[config.mk]
export PLATFORM = sky130hd
export DESIGN_NAME = proximity_vote_table
export DESIGN_NICKNAME = d
export VERILOG_FILES = /design/src/hdl/pvt_pkg.sv /design/src/hdl/proximity_vote_table.sv /design/src/hdl/pvt_entry_mem.sv /design/src/hdl/pvt_match_unit.sv
export VERILOG_INCLUDE_DIRS = /design/src /design/src/hdl
export SDC_FILE = /design/constraint.sdc
export NUM_CORES = 2
export LEC_CHECK = 0
export BUFFER_PORTS_ARGS = -buffer_cell sky130_fd_sc_hd__buf_2
export CORE_ASPECT_RATIO = 1.1
export CORE_MARGIN = 4
export CORE_UTILIZATION = 45
export CTS_BUF_LIST = sky130_fd_sc_hd__clkbuf_8
export CTS_CLUSTER_DIAMETER = 80
export DETAILED_ROUTE_END_ITERATION = 12
export SLEW_MARGIN = 0
export SYNTH_ARGS = -nofsm -noshare
export SYNTH_HDL_FRONTEND = slang
export SYNTH_SLANG_ARGS = --single-unit
[constraint.sdc]
create_clock -name clk -period 13.5 [get_ports clk]
set_clock_uncertainty 0.05 [all_clocks]
set_input_delay 0.675 -clock clk [delete_from_list [all_inputs] [get_ports clk]]
set_output_delay 0.675 -clock clk [all_outputs]
set_load 0.02 [all_outputs]
[src/hdl/proximity_vote_table_defines.svh]
// ----------------------------------------------------------------------------
// proximity_vote_table_defines
// Assertion macros shared by the proximity vote table RTL.
// ----------------------------------------------------------------------------
`ifndef PROXIMITY_VOTE_TABLE_DEFINES_SVH
`define PROXIMITY_VOTE_TABLE_DEFINES_SVH

// same-cycle implication, disabled during reset
`define PVT_ASSERT_NOW(label, clk, rst_n, ante, cons) \
  label: assert property (@(posedge clk) disable iff (!rst_n) (ante) |-> (cons)) \
    else $error("proximity_vote_table assertion failed");

// next-cycle implication, disabled during reset
`define PVT_ASSERT_NEXT(label, clk, rst_n, ante, cons) \
  label: assert property (@(posedge clk) disable iff (!rst_n) (ante) |=> (cons)) \
    else $error("proximity_vote_table assertion failed");

`endif

[src/hdl/pvt_pkg.sv]
// ----------------------------------------------------------------------------
// pvt_pkg
// Types and constants for the proximity vote table.
// ----------------------------------------------------------------------------
`timescale 1ns / 1ps
`default_nettype none

package pvt_pkg;

  localparam int PVT_TABLE_ENTRIES = 32;

  localparam int COORD_W  = 16;
  localparam int RADIUS_W = 15;
  localparam int VOTES_W  = 4;
  localparam int SLOT_W   = 5;
  localparam int CFG_IDX_W = 2;
  localparam int CFG_DATA_W = RADIUS_W;

  localparam logic [VOTES_W-1:0]  VOTE_MAX      = 4'd15;
  localparam logic [RADIUS_W-1:0] RADIUS_RESET  = 15'd102;
  localparam logic [VOTES_W-1:0]  CONFIRM_RESET = 4'd6;

  localparam logic [CFG_IDX_W-1:0] CFG_MATCH_RADIUS  = 2'd0;
  localparam logic [CFG_IDX_W-1:0] CFG_CONFIRM_COUNT = 2'd1;

  typedef struct packed {
    logic signed [COORD_W-1:0] x_pos;
    logic signed [COORD_W-1:0] y_pos;
  } pvt_in_t;

  typedef struct packed {
    logic                matched;
    logic                confirm_event;
    logic [SLOT_W-1:0]   slot;
    logic [VOTES_W-1:0]  slot_count;
  } pvt_out_t;

  typedef struct packed {
    logic signed [COORD_W-1:0] x;
    logic signed [COORD_W-1:0] y;
    logic [VOTES_W-1:0]        votes;
    logic                      conf;
  } pvt_entry_t;

  typedef struct packed {
    logic               hit;
    logic               wr;
    logic               conf_evt;
    logic [VOTES_W-1:0] votes_new;
    logic               conf_new;
  } pvt_eval_t;

endpackage

`default_nettype wire

[src/hdl/proximity_vote_table.sv]
// ----------------------------------------------------------------------------
// proximity_vote_table
// Votes detected points into a table of remembered points.
// ----------------------------------------------------------------------------
// Usage:
//   in_valid/in_stall carries one request: a point (x_pos, y_pos), signed Q8.8.
//   out_valid/out_stall returns one result per request: matched,
//   confirm_event, slot and slot_count.
//   cfg_we/cfg_index/cfg_data write match_radius (index 0) or confirm_count
//   (index 1); other indexes are ignored. The user must write them only while
//   the block is idle; the block itself does not enforce this.
// Sequence:
//   after accept, a registered table read, then one entry per cycle through the
//   shared compare unit, then finish and output load. in_stall is high until
//   the result is loaded, so a request is accepted only after the last is done.
// Reset: all entries empty at once (per-entry valid flags); radius 102, confirm 6.
// Stall:
//   A finished result waits in the output register while out_stall is high;
//   the next request is taken meanwhile and holds before its own result.
// ----------------------------------------------------------------------------
`timescale 1ns / 1ps
`default_nettype none

`include "proximity_vote_table_defines.svh"

module proximity_vote_table
  import pvt_pkg::*;
#(
  parameter int TABLE_ENTRIES = PVT_TABLE_ENTRIES
) (
  input  wire logic                  clk,
  input  wire logic                  rst_n,
  input  wire logic                  in_valid,
  output logic                       in_stall,
  input  wire pvt_in_t               in_data,
  output logic                       out_valid,
  input  wire logic                  out_stall,
  output pvt_out_t                   out_data,
  input  wire logic                  cfg_we,
  input  wire logic [CFG_IDX_W-1:0]  cfg_index,
  input  wire logic [CFG_DATA_W-1:0] cfg_data
);

  localparam int IW = $clog2(TABLE_ENTRIES);
  localparam logic [IW:0]   ENTRIES_C = (IW + 1)'(TABLE_ENTRIES);
  localparam logic [IW-1:0] LAST_IDX  = IW'(TABLE_ENTRIES - 1);

  localparam logic [1:0] ST_IDLE   = 2'd0;
  localparam logic [1:0] ST_SCAN   = 2'd1;
  localparam logic [1:0] ST_FINISH = 2'd2;
  localparam logic [1:0] ST_OUT    = 2'd3;

  logic [1:0]             state_r, state_nxt;
  logic [RADIUS_W-1:0]    radius_r, radius_nxt;
  logic [VOTES_W-1:0]     confirm_r, confirm_nxt;
  pvt_in_t                point_r, point_nxt;
  logic [IW:0]            rd_addr_r, rd_addr_nxt;
  logic                   chk_valid_r, chk_valid_nxt;
  logic [IW-1:0]          chk_idx_r, chk_idx_nxt;
  logic [TABLE_ENTRIES-1:0] valid_r, valid_nxt;
  logic                   any_r, any_nxt;
  logic                   evt_r, evt_nxt;
  logic [IW-1:0]          first_r, first_nxt;
  logic [VOTES_W-1:0]     first_cnt_r, first_cnt_nxt;
  logic [IW-1:0]          best_idx_r, best_idx_nxt;
  logic [VOTES_W:0]       best_votes_r, best_votes_nxt;
  logic                   out_valid_r, out_valid_nxt;
  pvt_out_t               out_data_r, out_data_nxt;
  pvt_out_t               res_r, res_nxt;

  logic                   mem_we;
  logic [IW-1:0]          mem_waddr;
  pvt_entry_t             mem_wdata;
  pvt_entry_t             mem_rdata;
  pvt_entry_t             cur_entry;
  pvt_eval_t              eval;

  pvt_entry_mem #(
    .DEPTH (TABLE_ENTRIES),
    .AW    (IW)
  ) u_mem (
    .clk   (clk),
    .we    (mem_we),
    .waddr (mem_waddr),
    .wdata (mem_wdata),
    .raddr (rd_addr_r[IW-1:0]),
    .rdata (mem_rdata)
  );

  // empty entries read as zero votes, not confirmed
  always_comb begin
    cur_entry = mem_rdata;
    if (!valid_r[chk_idx_r]) begin
      cur_entry.votes = '0;
      cur_entry.conf  = 1'b0;
    end
  end

  pvt_match_unit u_match (
    .point   (point_r),
    .entry   (cur_entry),
    .radius  (radius_r),
    .confirm (confirm_r),
    .eval    (eval)
  );

  assign in_stall  = (state_r != ST_IDLE);
  assign out_valid = out_valid_r;
  assign out_data  = out_data_r;

  always_comb begin
    state_nxt      = state_r;
    radius_nxt     = radius_r;
    confirm_nxt    = confirm_r;
    point_nxt      = point_r;
    rd_addr_nxt    = rd_addr_r;
    chk_valid_nxt  = 1'b0;
    chk_idx_nxt    = chk_idx_r;
    valid_nxt      = valid_r;
    any_nxt        = any_r;
    evt_nxt        = evt_r;
    first_nxt      = first_r;
    first_cnt_nxt  = first_cnt_r;
    best_idx_nxt   = best_idx_r;
    best_votes_nxt = best_votes_r;
    out_valid_nxt  = out_valid_r;
    out_data_nxt   = out_data_r;
    res_nxt        = res_r;
    mem_we         = 1'b0;
    mem_waddr      = chk_idx_r;
    mem_wdata      = '{x: cur_entry.x, y: cur_entry.y, votes: eval.votes_new,
                       conf: eval.conf_new};

    if (out_valid_r && !out_stall) begin
      out_valid_nxt = 1'b0;
    end

    if (cfg_we) begin
      case (cfg_index)
        CFG_MATCH_RADIUS:  radius_nxt  = cfg_data;
        CFG_CONFIRM_COUNT: confirm_nxt = cfg_data[VOTES_W-1:0];
        default: ;
      endcase
    end

    case (state_r)
      ST_IDLE: begin
        if (in_valid) begin
          point_nxt      = in_data;
          rd_addr_nxt    = '0;
          any_nxt        = 1'b0;
          evt_nxt        = 1'b0;
          first_nxt      = '0;
          first_cnt_nxt  = '0;
          best_idx_nxt   = '0;
          best_votes_nxt = {1'b1, {VOTES_W{1'b0}}};
          state_nxt      = ST_SCAN;
        end
      end
      ST_SCAN: begin
        if (rd_addr_r < ENTRIES_C) begin
          chk_valid_nxt = 1'b1;
          chk_idx_nxt   = rd_addr_r[IW-1:0];
          rd_addr_nxt   = rd_addr_r + 1'b1;
        end
        if (chk_valid_r) begin
          if ({1'b0, cur_entry.votes} < best_votes_r) begin
            best_votes_nxt = {1'b0, cur_entry.votes};
            best_idx_nxt   = chk_idx_r;
          end
          if (eval.hit) begin
            any_nxt = 1'b1;
            if (!any_r) begin
              first_nxt     = chk_idx_r;
              first_cnt_nxt = eval.votes_new;
            end
          end
          if (eval.conf_evt) begin
            evt_nxt = 1'b1;
          end
          mem_we = eval.wr;
          if (chk_idx_r == LAST_IDX) begin
            state_nxt = ST_FINISH;
          end
        end
      end
      ST_FINISH: begin
        if (!any_r) begin
          mem_we    = 1'b1;
          mem_waddr = best_idx_r;
          mem_wdata = '{x: point_r.x_pos, y: point_r.y_pos, votes: 4'd1, conf: 1'b0};
          valid_nxt[best_idx_r] = 1'b1;
          res_nxt = '{matched: 1'b0, confirm_event: 1'b0,
                      slot: SLOT_W'(best_idx_r), slot_count: 4'd1};
        end else begin
          res_nxt = '{matched: 1'b1, confirm_event: evt_r,
                      slot: SLOT_W'(first_r), slot_count: first_cnt_r};
        end
        state_nxt = ST_OUT;
      end
      ST_OUT: begin
        if (!out_valid_r || !out_stall) begin
          out_valid_nxt = 1'b1;
          out_data_nxt  = res_r;
          state_nxt     = ST_IDLE;
        end
      end
      default: begin
        state_nxt = ST_IDLE;
      end
    endcase
  end

  always_ff @(posedge clk) begin
    if (!rst_n) begin
      state_r     <= ST_IDLE;
      radius_r    <= RADIUS_RESET;
      confirm_r   <= CONFIRM_RESET;
      chk_valid_r <= 1'b0;
      valid_r     <= '0;
      out_valid_r <= 1'b0;
    end else begin
      state_r     <= state_nxt;
      radius_r    <= radius_nxt;
      confirm_r   <= confirm_nxt;
      chk_valid_r <= chk_valid_nxt;
      valid_r     <= valid_nxt;
      out_valid_r <= out_valid_nxt;
    end
  end

  always_ff @(posedge clk) begin
    point_r      <= point_nxt;
    rd_addr_r    <= rd_addr_nxt;
    chk_idx_r    <= chk_idx_nxt;
    any_r        <= any_nxt;
    evt_r        <= evt_nxt;
    first_r      <= first_nxt;
    first_cnt_r  <= first_cnt_nxt;
    best_idx_r   <= best_idx_nxt;
    best_votes_r <= best_votes_nxt;
    out_data_r   <= out_data_nxt;
    res_r        <= res_nxt;
  end

  `PVT_ASSERT_NOW(a_out_rise_from_out, clk, rst_n,
                  $rose(out_valid_r), $past(state_r) == ST_OUT)
  `PVT_ASSERT_NOW(a_event_needs_match, clk, rst_n,
                  out_valid_r && out_data_r.confirm_event, out_data_r.matched)
  `PVT_ASSERT_NOW(a_replace_count_one, clk, rst_n,
                  out_valid_r && !out_data_r.matched, out_data_r.slot_count == 4'd1)
  `PVT_ASSERT_NOW(a_scan_write_checked, clk, rst_n,
                  mem_we && (state_r == ST_SCAN), chk_valid_r && valid_r[chk_idx_r])
  `PVT_ASSERT_NEXT(a_replace_sets_valid, clk, rst_n,
                   (state_r == ST_FINISH) && !any_r, valid_r[$past(best_idx_r)])

endmodule

`default_nettype wire

[src/hdl/pvt_entry_mem.sv]
// ----------------------------------------------------------------------------
// pvt_entry_mem
// Entry store: one write port, one registered read port.
// ----------------------------------------------------------------------------
`timescale 1ns / 1ps
`default_nettype none

module pvt_entry_mem
  import pvt_pkg::*;
#(
  parameter int DEPTH = PVT_TABLE_ENTRIES,
  parameter int AW    = $clog2(DEPTH)
) (
  input  wire logic          clk,
  input  wire logic          we,
  input  wire logic [AW-1:0] waddr,
  input  wire pvt_entry_t    wdata,
  input  wire logic [AW-1:0] raddr,
  output pvt_entry_t         rdata
);

  pvt_entry_t mem [DEPTH];

  always_ff @(posedge clk) begin
    if (we) begin
      mem[waddr] <= wdata;
    end
  end

  always_ff @(posedge clk) begin
    rdata <= mem[raddr];
  end

endmodule

`default_nettype wire

[src/hdl/pvt_match_unit.sv]
// ----------------------------------------------------------------------------
// pvt_match_unit
// Shared window compare and vote update, applied to one entry per cycle.
// ----------------------------------------------------------------------------
`timescale 1ns / 1ps
`default_nettype none

module pvt_match_unit
  import pvt_pkg::*;
(
  input  wire pvt_in_t              point,
  input  wire pvt_entry_t           entry,
  input  wire logic [RADIUS_W-1:0]  radius,
  input  wire logic [VOTES_W-1:0]   confirm,
  output pvt_eval_t                 eval
);

  logic signed [COORD_W:0] dx;
  logic signed [COORD_W:0] dy;
  logic signed [COORD_W:0] rr;
  logic                    near_x;
  logic                    near_y;
  logic                    occupied;

  always_comb begin
    dx = {point.x_pos[COORD_W-1], point.x_pos} - {entry.x[COORD_W-1], entry.x};
    dy = {point.y_pos[COORD_W-1], point.y_pos} - {entry.y[COORD_W-1], entry.y};
    rr = {2'b00, radius};
    near_x = (dx > -rr) && (dx < rr);
    near_y = (dy > -rr) && (dy < rr);
    occupied = (entry.votes != '0);

    eval.hit       = occupied && near_x && near_y;
    eval.wr        = 1'b0;
    eval.conf_evt  = 1'b0;
    eval.votes_new = entry.votes;
    eval.conf_new  = entry.conf;
    if (eval.hit && !entry.conf) begin
      eval.wr       = 1'b1;
      eval.conf_evt = (entry.votes >= confirm);
      eval.conf_new = eval.conf_evt;
      if (entry.votes < VOTE_MAX) begin
        eval.votes_new = entry.votes + 4'd1;
      end
    end
  end

endmodule

`default_nettype wire

# [Yosys cells after proc, flatten, opt, wreduce, memory -nomap -nowiden]
# Memory sizes are Yosys's and may differ from the RTL's. A register that Yosys moved wholly into a read port is not among the register bits.
# Index checks and enable logic that the tools add are counted.
# Widths: inputs -> output; s select.
[classes] n_addsub=5 magnitude_cmp=11 n_eq_ne=14 muxes=53 n_bitwise=2 n_reduce_logical=29
[op_table] op="$mux 37" n=2
[op_table] op="$mux 5" n=12
[op_table] op="$gt 17x17->1" n=2
[op_table] op="$lt 17x16->1" n=2
[op_table] op="$sub 16x16->17" n=2
[op_table] op="$or 32x32->32" n=1
[op_table] op="$pmux 5 s2" n=3
[op_table] op="$mux 4" n=5
[op_table] op="$ne 2x2->1 const B" n=9
[op_table] op="$neg 15->17" n=1
[op_table] op="$reduce_and 4->1" n=4
[op_table] op="$mux 1" n=15
[op_table] op="$reduce_and 2->1" n=7
[op_table] op="$lt 5x6->1 const B" n=2
[op_table] op="$mux 6" n=2
[op_table] op="$pmux 6 s2" n=1
[op_table] op="$mux 11" n=1
[op_table] op="$mux 2" n=4
[op_table] op="$pmux 2 s4" n=1
[op_table] op="$pmux 4 s2" n=1
[op_table] op="$logic_and 1x1->1" n=7
[op_table] op="$mux 7" n=1
[op_table] op="$add 6x1->6 const B" n=1
[op_table] op="$lt 6x6->1 const B" n=1
[op_table] op="19 further kinds" n=27
[word_totals] ff_bits=141 ramBits=1184 input_bits=54 output_inout_bits=13 word_cells=139 memories=1
[mem_list] name="u_mem.mem" words=32 word_bits=37 rd=1 rd_clocked_by_memory_dff=1 write_ports=1 line_no="pvt_entry_mem.sv:22" source="pvt_entry_t mem [DEPTH];"

# [Longest topological paths before layout]
[depth] ltp_word=12 ltp_mapped=21 depth_no_buf=20

# [Modules after synthesis]
# Synthesis repeated with hierarchy kept, for this count alone.
[unflattened] hier_cells=3634 hier_area_um2=56186.4
[by_module_without_submodules] module="pvt_entry_mem" n_inst=1 cells_each=2605 area_per_inst_um2=46847.4 seq_area_each_um2=36294.8
[by_module_without_submodules] module="proximity_vote_table" n_inst=1 cells_each=549 area_per_inst_um2=5896.9 seq_area_each_um2=3683.5
[by_module_without_submodules] module="pvt_match_unit" n_inst=1 cells_each=480 area_per_inst_um2=3442.1 seq_area_each_um2=0.0

# [Least setup slack after synthesis]
# Ideal clock, no wire load.
[synth_timing] path_kind="register to register" from="reg point_r[18] in the netlist's numbering" to="mem u_mem.mem[10][0] in the netlist's numbering, enable pin" setup_time_ns=0.537 arrival_time_ns=7.759 required_ns=12.913 path_slack_ns=5.155 path_stages_with_launch=19 path_buffers=1 period_less_slack_ns=8.345 path_cell_list="edfxtp_1 -> ha_1 -> nor2b_1 -> o31a_1 -> o31a_1 -> a2111oi_4 -> o21bai_1 -> a21oi_1 -> xnor2_1 -> ha_1 -> a21o_1 -> a2111oi_0 -> mux2i_1 -> and3_1 -> nand4_4 -> a211oi_4 -> a41oi_4 -> buf_6 -> nor4b_1"
[synth_between] elab_chain_cells=11 word_cells_on_any_way=12 classes_between="add/sub (1); order compare (2); mux (5); reduce/logical (4)"
[synth_lines] element="start: declaration" line_no="proximity_vote_table.sv:56" source="pvt_in_t point_r, point_nxt;"
[synth_lines] element="start signal: assignment" line_no="proximity_vote_table.sv:233" source="point_r <= point_nxt;"
[synth_lines] element="$sub 16x16->17 *" line_no="pvt_match_unit.sv:26" source="dx = {point.x_pos[COORD_W-1], point.x_pos} - {entry.x[COORD_W-1], entry.x};"
[synth_lines] element="$gt 17x17->1 / $lt 17x16->1 (equally long branches)" line_no="pvt_match_unit.sv:29" source="near_x = (dx > -rr) && (dx < rr);"
[synth_lines] element="$logic_and 1x1->1 *" line_no="pvt_match_unit.sv:29"
[synth_lines] element="$logic_and 1x1->1 * (2 in a row)" line_no="pvt_match_unit.sv:33" source="eval.hit = occupied && near_x && near_y;"
[synth_lines] element="$logic_and 1x1->1 *" line_no="pvt_match_unit.sv:38" source="if (eval.hit && !entry.conf) begin"
[synth_lines] element="$mux 7 *" line_no="pvt_match_unit.sv:38"
[synth_lines] element="$mux 1 *" line_no="proximity_vote_table.sv:166" source="if (chk_valid_r) begin"
[synth_lines] element="$pmux 1 s2 *" line_no="proximity_vote_table.sv:146" source="case (state_r)"
[synth_lines] element="$mux 1 *" line_no="pvt_entry_mem.sv:25" source="if (we) begin"
[synth_lines] element="$mux 1 (implied by the code) *" line_no="pvt_entry_mem.sv:26" source="mem[waddr] <= wdata;"
[synth_lines] element="end: declaration" line_no="pvt_entry_mem.sv:22"
# Every way passes the cells marked *; elsewhere a longest branch is shown, timed or not.

# [Final worst setup path]
[layout_timing] from="reg point_r[0] in the netlist's numbering" to="mem u_mem.mem[25][10] in the netlist's numbering, enable pin"
[layout_between] elab_chain_cells=10 word_cells_on_any_way=11 classes_between="add/sub (1); order compare (2); mux (5); reduce/logical (3)"
[layout_lines] element="$sub 16x16->17 *" line_no="pvt_match_unit.sv:27" source="dy = {point.y_pos[COORD_W-1], point.y_pos} - {entry.y[COORD_W-1], entry.y};"
[layout_lines] element="$gt 17x17->1 / $lt 17x16->1 (equally long branches)" line_no="pvt_match_unit.sv:30" source="near_y = (dy > -rr) && (dy < rr);"
[layout_lines] element="$logic_and 1x1->1 *" line_no="pvt_match_unit.sv:30"
[layout_lines] element="$logic_and 1x1->1 *" line_no="pvt_match_unit.sv:33"
[layout_lines] element="$logic_and 1x1->1 *" line_no="pvt_match_unit.sv:38"
[layout_lines] element="$mux 7 *" line_no="pvt_match_unit.sv:38"
[layout_lines] element="$mux 1 *" line_no="proximity_vote_table.sv:166"
[layout_lines] element="$pmux 1 s2 *" line_no="proximity_vote_table.sv:146"
[layout_lines] element="$mux 1 *" line_no="pvt_entry_mem.sv:25"
[layout_lines] element="$mux 1 (implied by the code) *" line_no="pvt_entry_mem.sv:26"
# Marks and branches as above.

==> impl_summary.log <==
[metrics] type of element launching the critical path: register
[metrics] Reg2Reg Setup Slack: ~7.0 ns
[metrics] CTS buffer count: about 210
[metrics] Nets: approximately 3,200
[metrics] cell depth of the worst flop-to-flop path: 19
[metrics] global-route usage over all layers: 0.231
[metrics] final setup vio count: 0
[metrics] Syn Nets: approximately 2,900
[metrics] count of mapped cells out of synthesis: 2,755
[metrics] number of global-route vias before repair: slightly below 30,000
[metrics] Clock transition at path regs: 0.06 ns
[metrics] synthesized area divided by synthesized cell count: around 20 µm²
[metrics] latest clock arrival within the worst-skew pair: approximately 0.90 ns
[metrics] half-perimeter wire length after placement: 92.4 mm
[metrics] final total negative setup slack: 0 ns
[metrics] Post-DRT Antenna Nets: 0
[metrics] floorplan die width: 342 µm
[metrics] starting utilization of the core area: 0.454
[metrics] Most used DFF post-synth: edfxtp_1
[metrics] non-filler instance count after layout: 4,829
[metrics] wire length of the first global-routing pass: 210 mm
[metrics] summed instance area of the synthesized netlist: between 50,000 and 60,000 µm²
[metrics] WHS Path Cells: 1
[metrics] worst hold-check path type: in -> reg
[metrics] sequential element share of the synthesized area: 0.724
[metrics] result of the run: finished, final reports clean
[metrics] final design utilization: 0.512
[metrics] number of antenna violations at the first check in global routing: 11
[metrics] critical path data required time: 13.98 ns
[metrics] via/cell ratio: 5.92
[metrics] largest voltage drop on the vdd net: approximately 0.00017 V
[metrics] minimum period implied by the final worst setup slack: between 6 and 7 ns
[metrics] placeable core region: between 100,000 and 150,000 µm²
[metrics] first-iteration detailed-routing DRC count: 3,392
[metrics] MaxCap Viol Count: 0
[metrics] post-route DRC violation count: 0
[metrics] PD cells: between 200 and 250 nW/µm²
[metrics] detailed-routing iteration count for the pre-antenna-repair pass: 5
[metrics] number of vias after detailed routing: between 20,000 and 30,000
[metrics] RR Endpoint: u_mem.mem[25][10]
[metrics] arrival time worst endpoint: around 7.0 ns
[metrics] Overflow after GRT: 0
[metrics] worst min-delay path startpoint: in_data[9]
[metrics] placer congestion estimate: a little under 0.9
[metrics] Post-synth EDFFs: 1,270
[metrics] share of synthesized flip-flops with an asynchronous set or reset: 0
[metrics] Max Clk Rate: roughly 0.15 GHz
[metrics] H-tree levels: 4
[metrics] die outline height: 375 µm
[metrics] share of the cycle needed by the critical path after routing: 0.484
[metrics] maximum net fanout on the critical path: 32
[metrics] count of final hold-check violations: 0
[metrics] Placement Rows: approximately 130
[metrics] actual transition at the worst max-transition pin: around 1.2 ns
[metrics] startpoint-to-endpoint class of the critical path: reg -> reg
[metrics] Boundary Pins: between 60 and 70
[metrics] Post-Route Hold Slack: approximately 0.1 ns
[metrics] cell at the root of the clock tree: clkbuf_8
[metrics] Min-Delay Endpoint: point_r[9]
[metrics] Unique masters post-synth: 75
[metrics] area enclosed by the die boundary: around 130,000 µm²
[metrics] clock tree sinks: 1,362
[metrics] Area Growth Syn to Fin: 12.7%
[metrics] worst slew margin relative to its limit: 0.168
[metrics] fraction of final layout cells sized beyond drive strength 1: 0.276
[metrics] detail-routed net length per standard cell: 30.4 µm
[metrics] maximum buffer depth of the clock tree: 3
[metrics] placed cell count: 4,415
[metrics] fin. max-slew vios: 0
[metrics] Yosys warning count: 0
[metrics] unrepaired setup endpoints after global routing: false
[metrics] Port-buffer cells: 66
[metrics] maximum number of pins on one net before global-route repair: 129
[metrics] final wirelength: 147 mm
[metrics] startpoint of the most critical register-to-register path: point_r[0]
[metrics] number of gates given a new drive strength after cts: 0
[metrics] Critical Path End Type: register
[metrics] CTS tree: done
[metrics] Synth Register Bits: ~1,400
[metrics] Lkg Pwr: slightly above 20 nW
==> kinds of logic (layout without fill, tap and decap cells) <==
logic type | after synthesis | in the layout | share of synthesized area
AOI/OAI and AO/OA | 246 | 246 | 0.0296
xor gates and xnor gates | 38 | 38 | 0.00603
adders and majority gates | 112 | 112 | 0.0257
buffers and inverters | 209 | 648 | 0.0150
DFF | 1362 | 1362 | 0.724
muxes | 437 | 437 | 0.165
other | 0 | 3 | 0
and+or+nand+nor | 351 | 351 | 0.0343
==> what timing repair did <==
item	in CTS	in global routing
buffers inserted	0	0
hold buffers	40	0
hold endpoints to repair	44	0
==> sequential cells by signal (all words and copies together), names as in the netlist, 6 cells and up <==
| register | flops |
|---|---|
| radius_r | 15 |
| point_r | 32 |
| out_data | 11 |
| res_r | 11 |
| valid_r | 32 |
| rd_addr_r | 6 |
| u_mem.mem | 1184 |
| u_mem.rdata | 37 |
==> report_power, final <==
| part | leakage, nW | switching, mW | total, mW | internal (mW) |
|---|---|---|---|---|
| Combinational | 5.95 | 3.47 | 5.45 | 1.99 |
| Clock | 2.21 | 1.56 | 3.09 | 1.53 |
| Sequential | 12.3 | 0.122 | 5.66 | 5.54 |
==> synthesized netlist by cell type (all sizes together), types with 5 or more instances <==
| master | n | share of area |
|---|---|---|
| and4 | 5 | 0.00079 |
| nor3 | 10 | 0.00091 |
| o211ai | 7 | 0.00095 |
| nand2b | 11 | 0.0012 |
| xor2 | 9 | 0.0014 |
| nor2b | 31 | 0.0036 |
| dfxtp | 92 | 0.033 |
| o21a | 24 | 0.0033 |
| o21bai | 5 | 0.00068 |
| mux2i | 16 | 0.0029 |
| nor4 | 6 | 0.00068 |
| nand2 | 100 | 0.0068 |
| nand3 | 26 | 0.0024 |
| a21o | 17 | 0.0023 |
| clkbuf | 91 | 0.0062 |
| a31oi | 6 | 0.00068 |
| nand4 | 13 | 0.0017 |
| ha | 110 | 0.025 |
| xnor2 | 29 | 0.0046 |
| and2 | 20 | 0.0023 |
| nor4b | 28 | 0.0044 |
| a211oi | 8 | 0.0013 |
| a21oi | 67 | 0.0061 |
| mux2 | 47 | 0.0096 |
| edfxtp | 1270 | 0.69 |
| nor2 | 67 | 0.0046 |
| mux4 | 374 | 0.15 |
| nand3b | 8 | 0.0011 |
| inv | 79 | 0.0054 |
| buf | 39 | 0.0034 |
| o22ai | 6 | 0.00068 |
| a21boi | 15 | 0.0020 |
| and3 | 6 | 0.00068 |
| o21ai | 59 | 0.0053 |
==> worst max-delay path, stage by stage, from the launching register on <==
cell	delay, ns
edfxtp_1	0.36
inv_1	0.09
ha_1	0.19
fa_1	0.28
nor2b_4	0.06
o31a_1	0.28
a311o_1	0.36
a21o_1	0.24
a21oi_1	0.21
o21ai_0	0.14
xor2_1	0.19
ha_1	0.32
nand4_1	0.15
nor4_1	0.49
a2111oi_0	0.29
a211oi_4	0.43
a41oi_4	0.18
buf_4	0.34
nor4b_2	0.93
buf_4	0.55
==> area by class of cell <==
| class | instances | area (µm²) |
|---|---|---|
| Fill cell | 9671 | 59400 |
| Sequential cell | 1362 | 40000 |
| Multi-Input combinational cell | 1184 | 14700 |
| Clock buffer | 214 | 2950 |
| Tap cell | 1632 | 2040 |
| Timing Repair Buffer | 198 | 1430 |
| Clock inverter | 157 | 796 |
| Inverter | 79 | 297 |
| Antenna cell | 3 | 7.51 |
==> metrics by stage <==
stage                     power, mW  setup slack, ns  area, µm²
after floorplan                8.99             5.15      55200
after global placement         11.1             7.29      58100
after detailed placement       11.2             7.09      58100
after CTS                      14.3             7.08      62200
after global routing           14.8             6.53      62200
final                          14.2             6.97      62200
==> metal layers <==
layer | global-route usage | part of all wire | vias up
met5 | 0 | 0.000089 | -
met3 | 0.0487 | 0.086 | 221
met2 | 0.345 | 0.46 | 1362
li1 | - | - | 11900
met4 | 0.0816 | 0.036 | 2
met1 | 0.338 | 0.42 | 15100
==> cell usage in the layout (no fill, tap or decap), types with 6 or more instances in the layout <==
cell / count
mux2i_1: 15
nor2_1: 67
clkbuf_8: 214
nor2b_1: 29
nor4_1: 6
clkinv_2: 17
nand2_1: 99
nand4_1: 12
nand3_1: 26
o21ai_0: 26
buf_2: 66
ha_1: 110
o211ai_1: 7
mux2_2: 42
inv_1: 162
a21boi_0: 15
edfxtp_1: 1270
nand3b_1: 8
o21ai_1: 31
o21a_1: 24
a21oi_1: 65
xor2_1: 9
xnor2_1: 29
mux4_2: 374
a21o_1: 16
nor4b_2: 28
and3_1: 6
nand2b_1: 11
a211oi_1: 7
clkinv_1: 38
nor3_1: 10
dlygate4sd3_1: 40
dfxtp_1: 92
buf_4: 91
and2_1: 19
==> worst max-delay path by stage <==
stage | slack (ns) | start | end
final | 6.97 | point_r[0] | u_mem.mem[25][10]
after global routing | 6.53 | point_r[0] | u_mem.mem[25][10]
after CTS | 7.08 | point_r[0] | u_mem.mem[25][10]
after detailed placement | 7.09 | point_r[0] | u_mem.mem[25][6]
after global placement | 7.29 | point_r[16] | u_mem.mem[27][10]
after floorplan | 5.15 | point_r[18] | u_mem.mem[10][0]
Power figures use the tool's default switching activity.
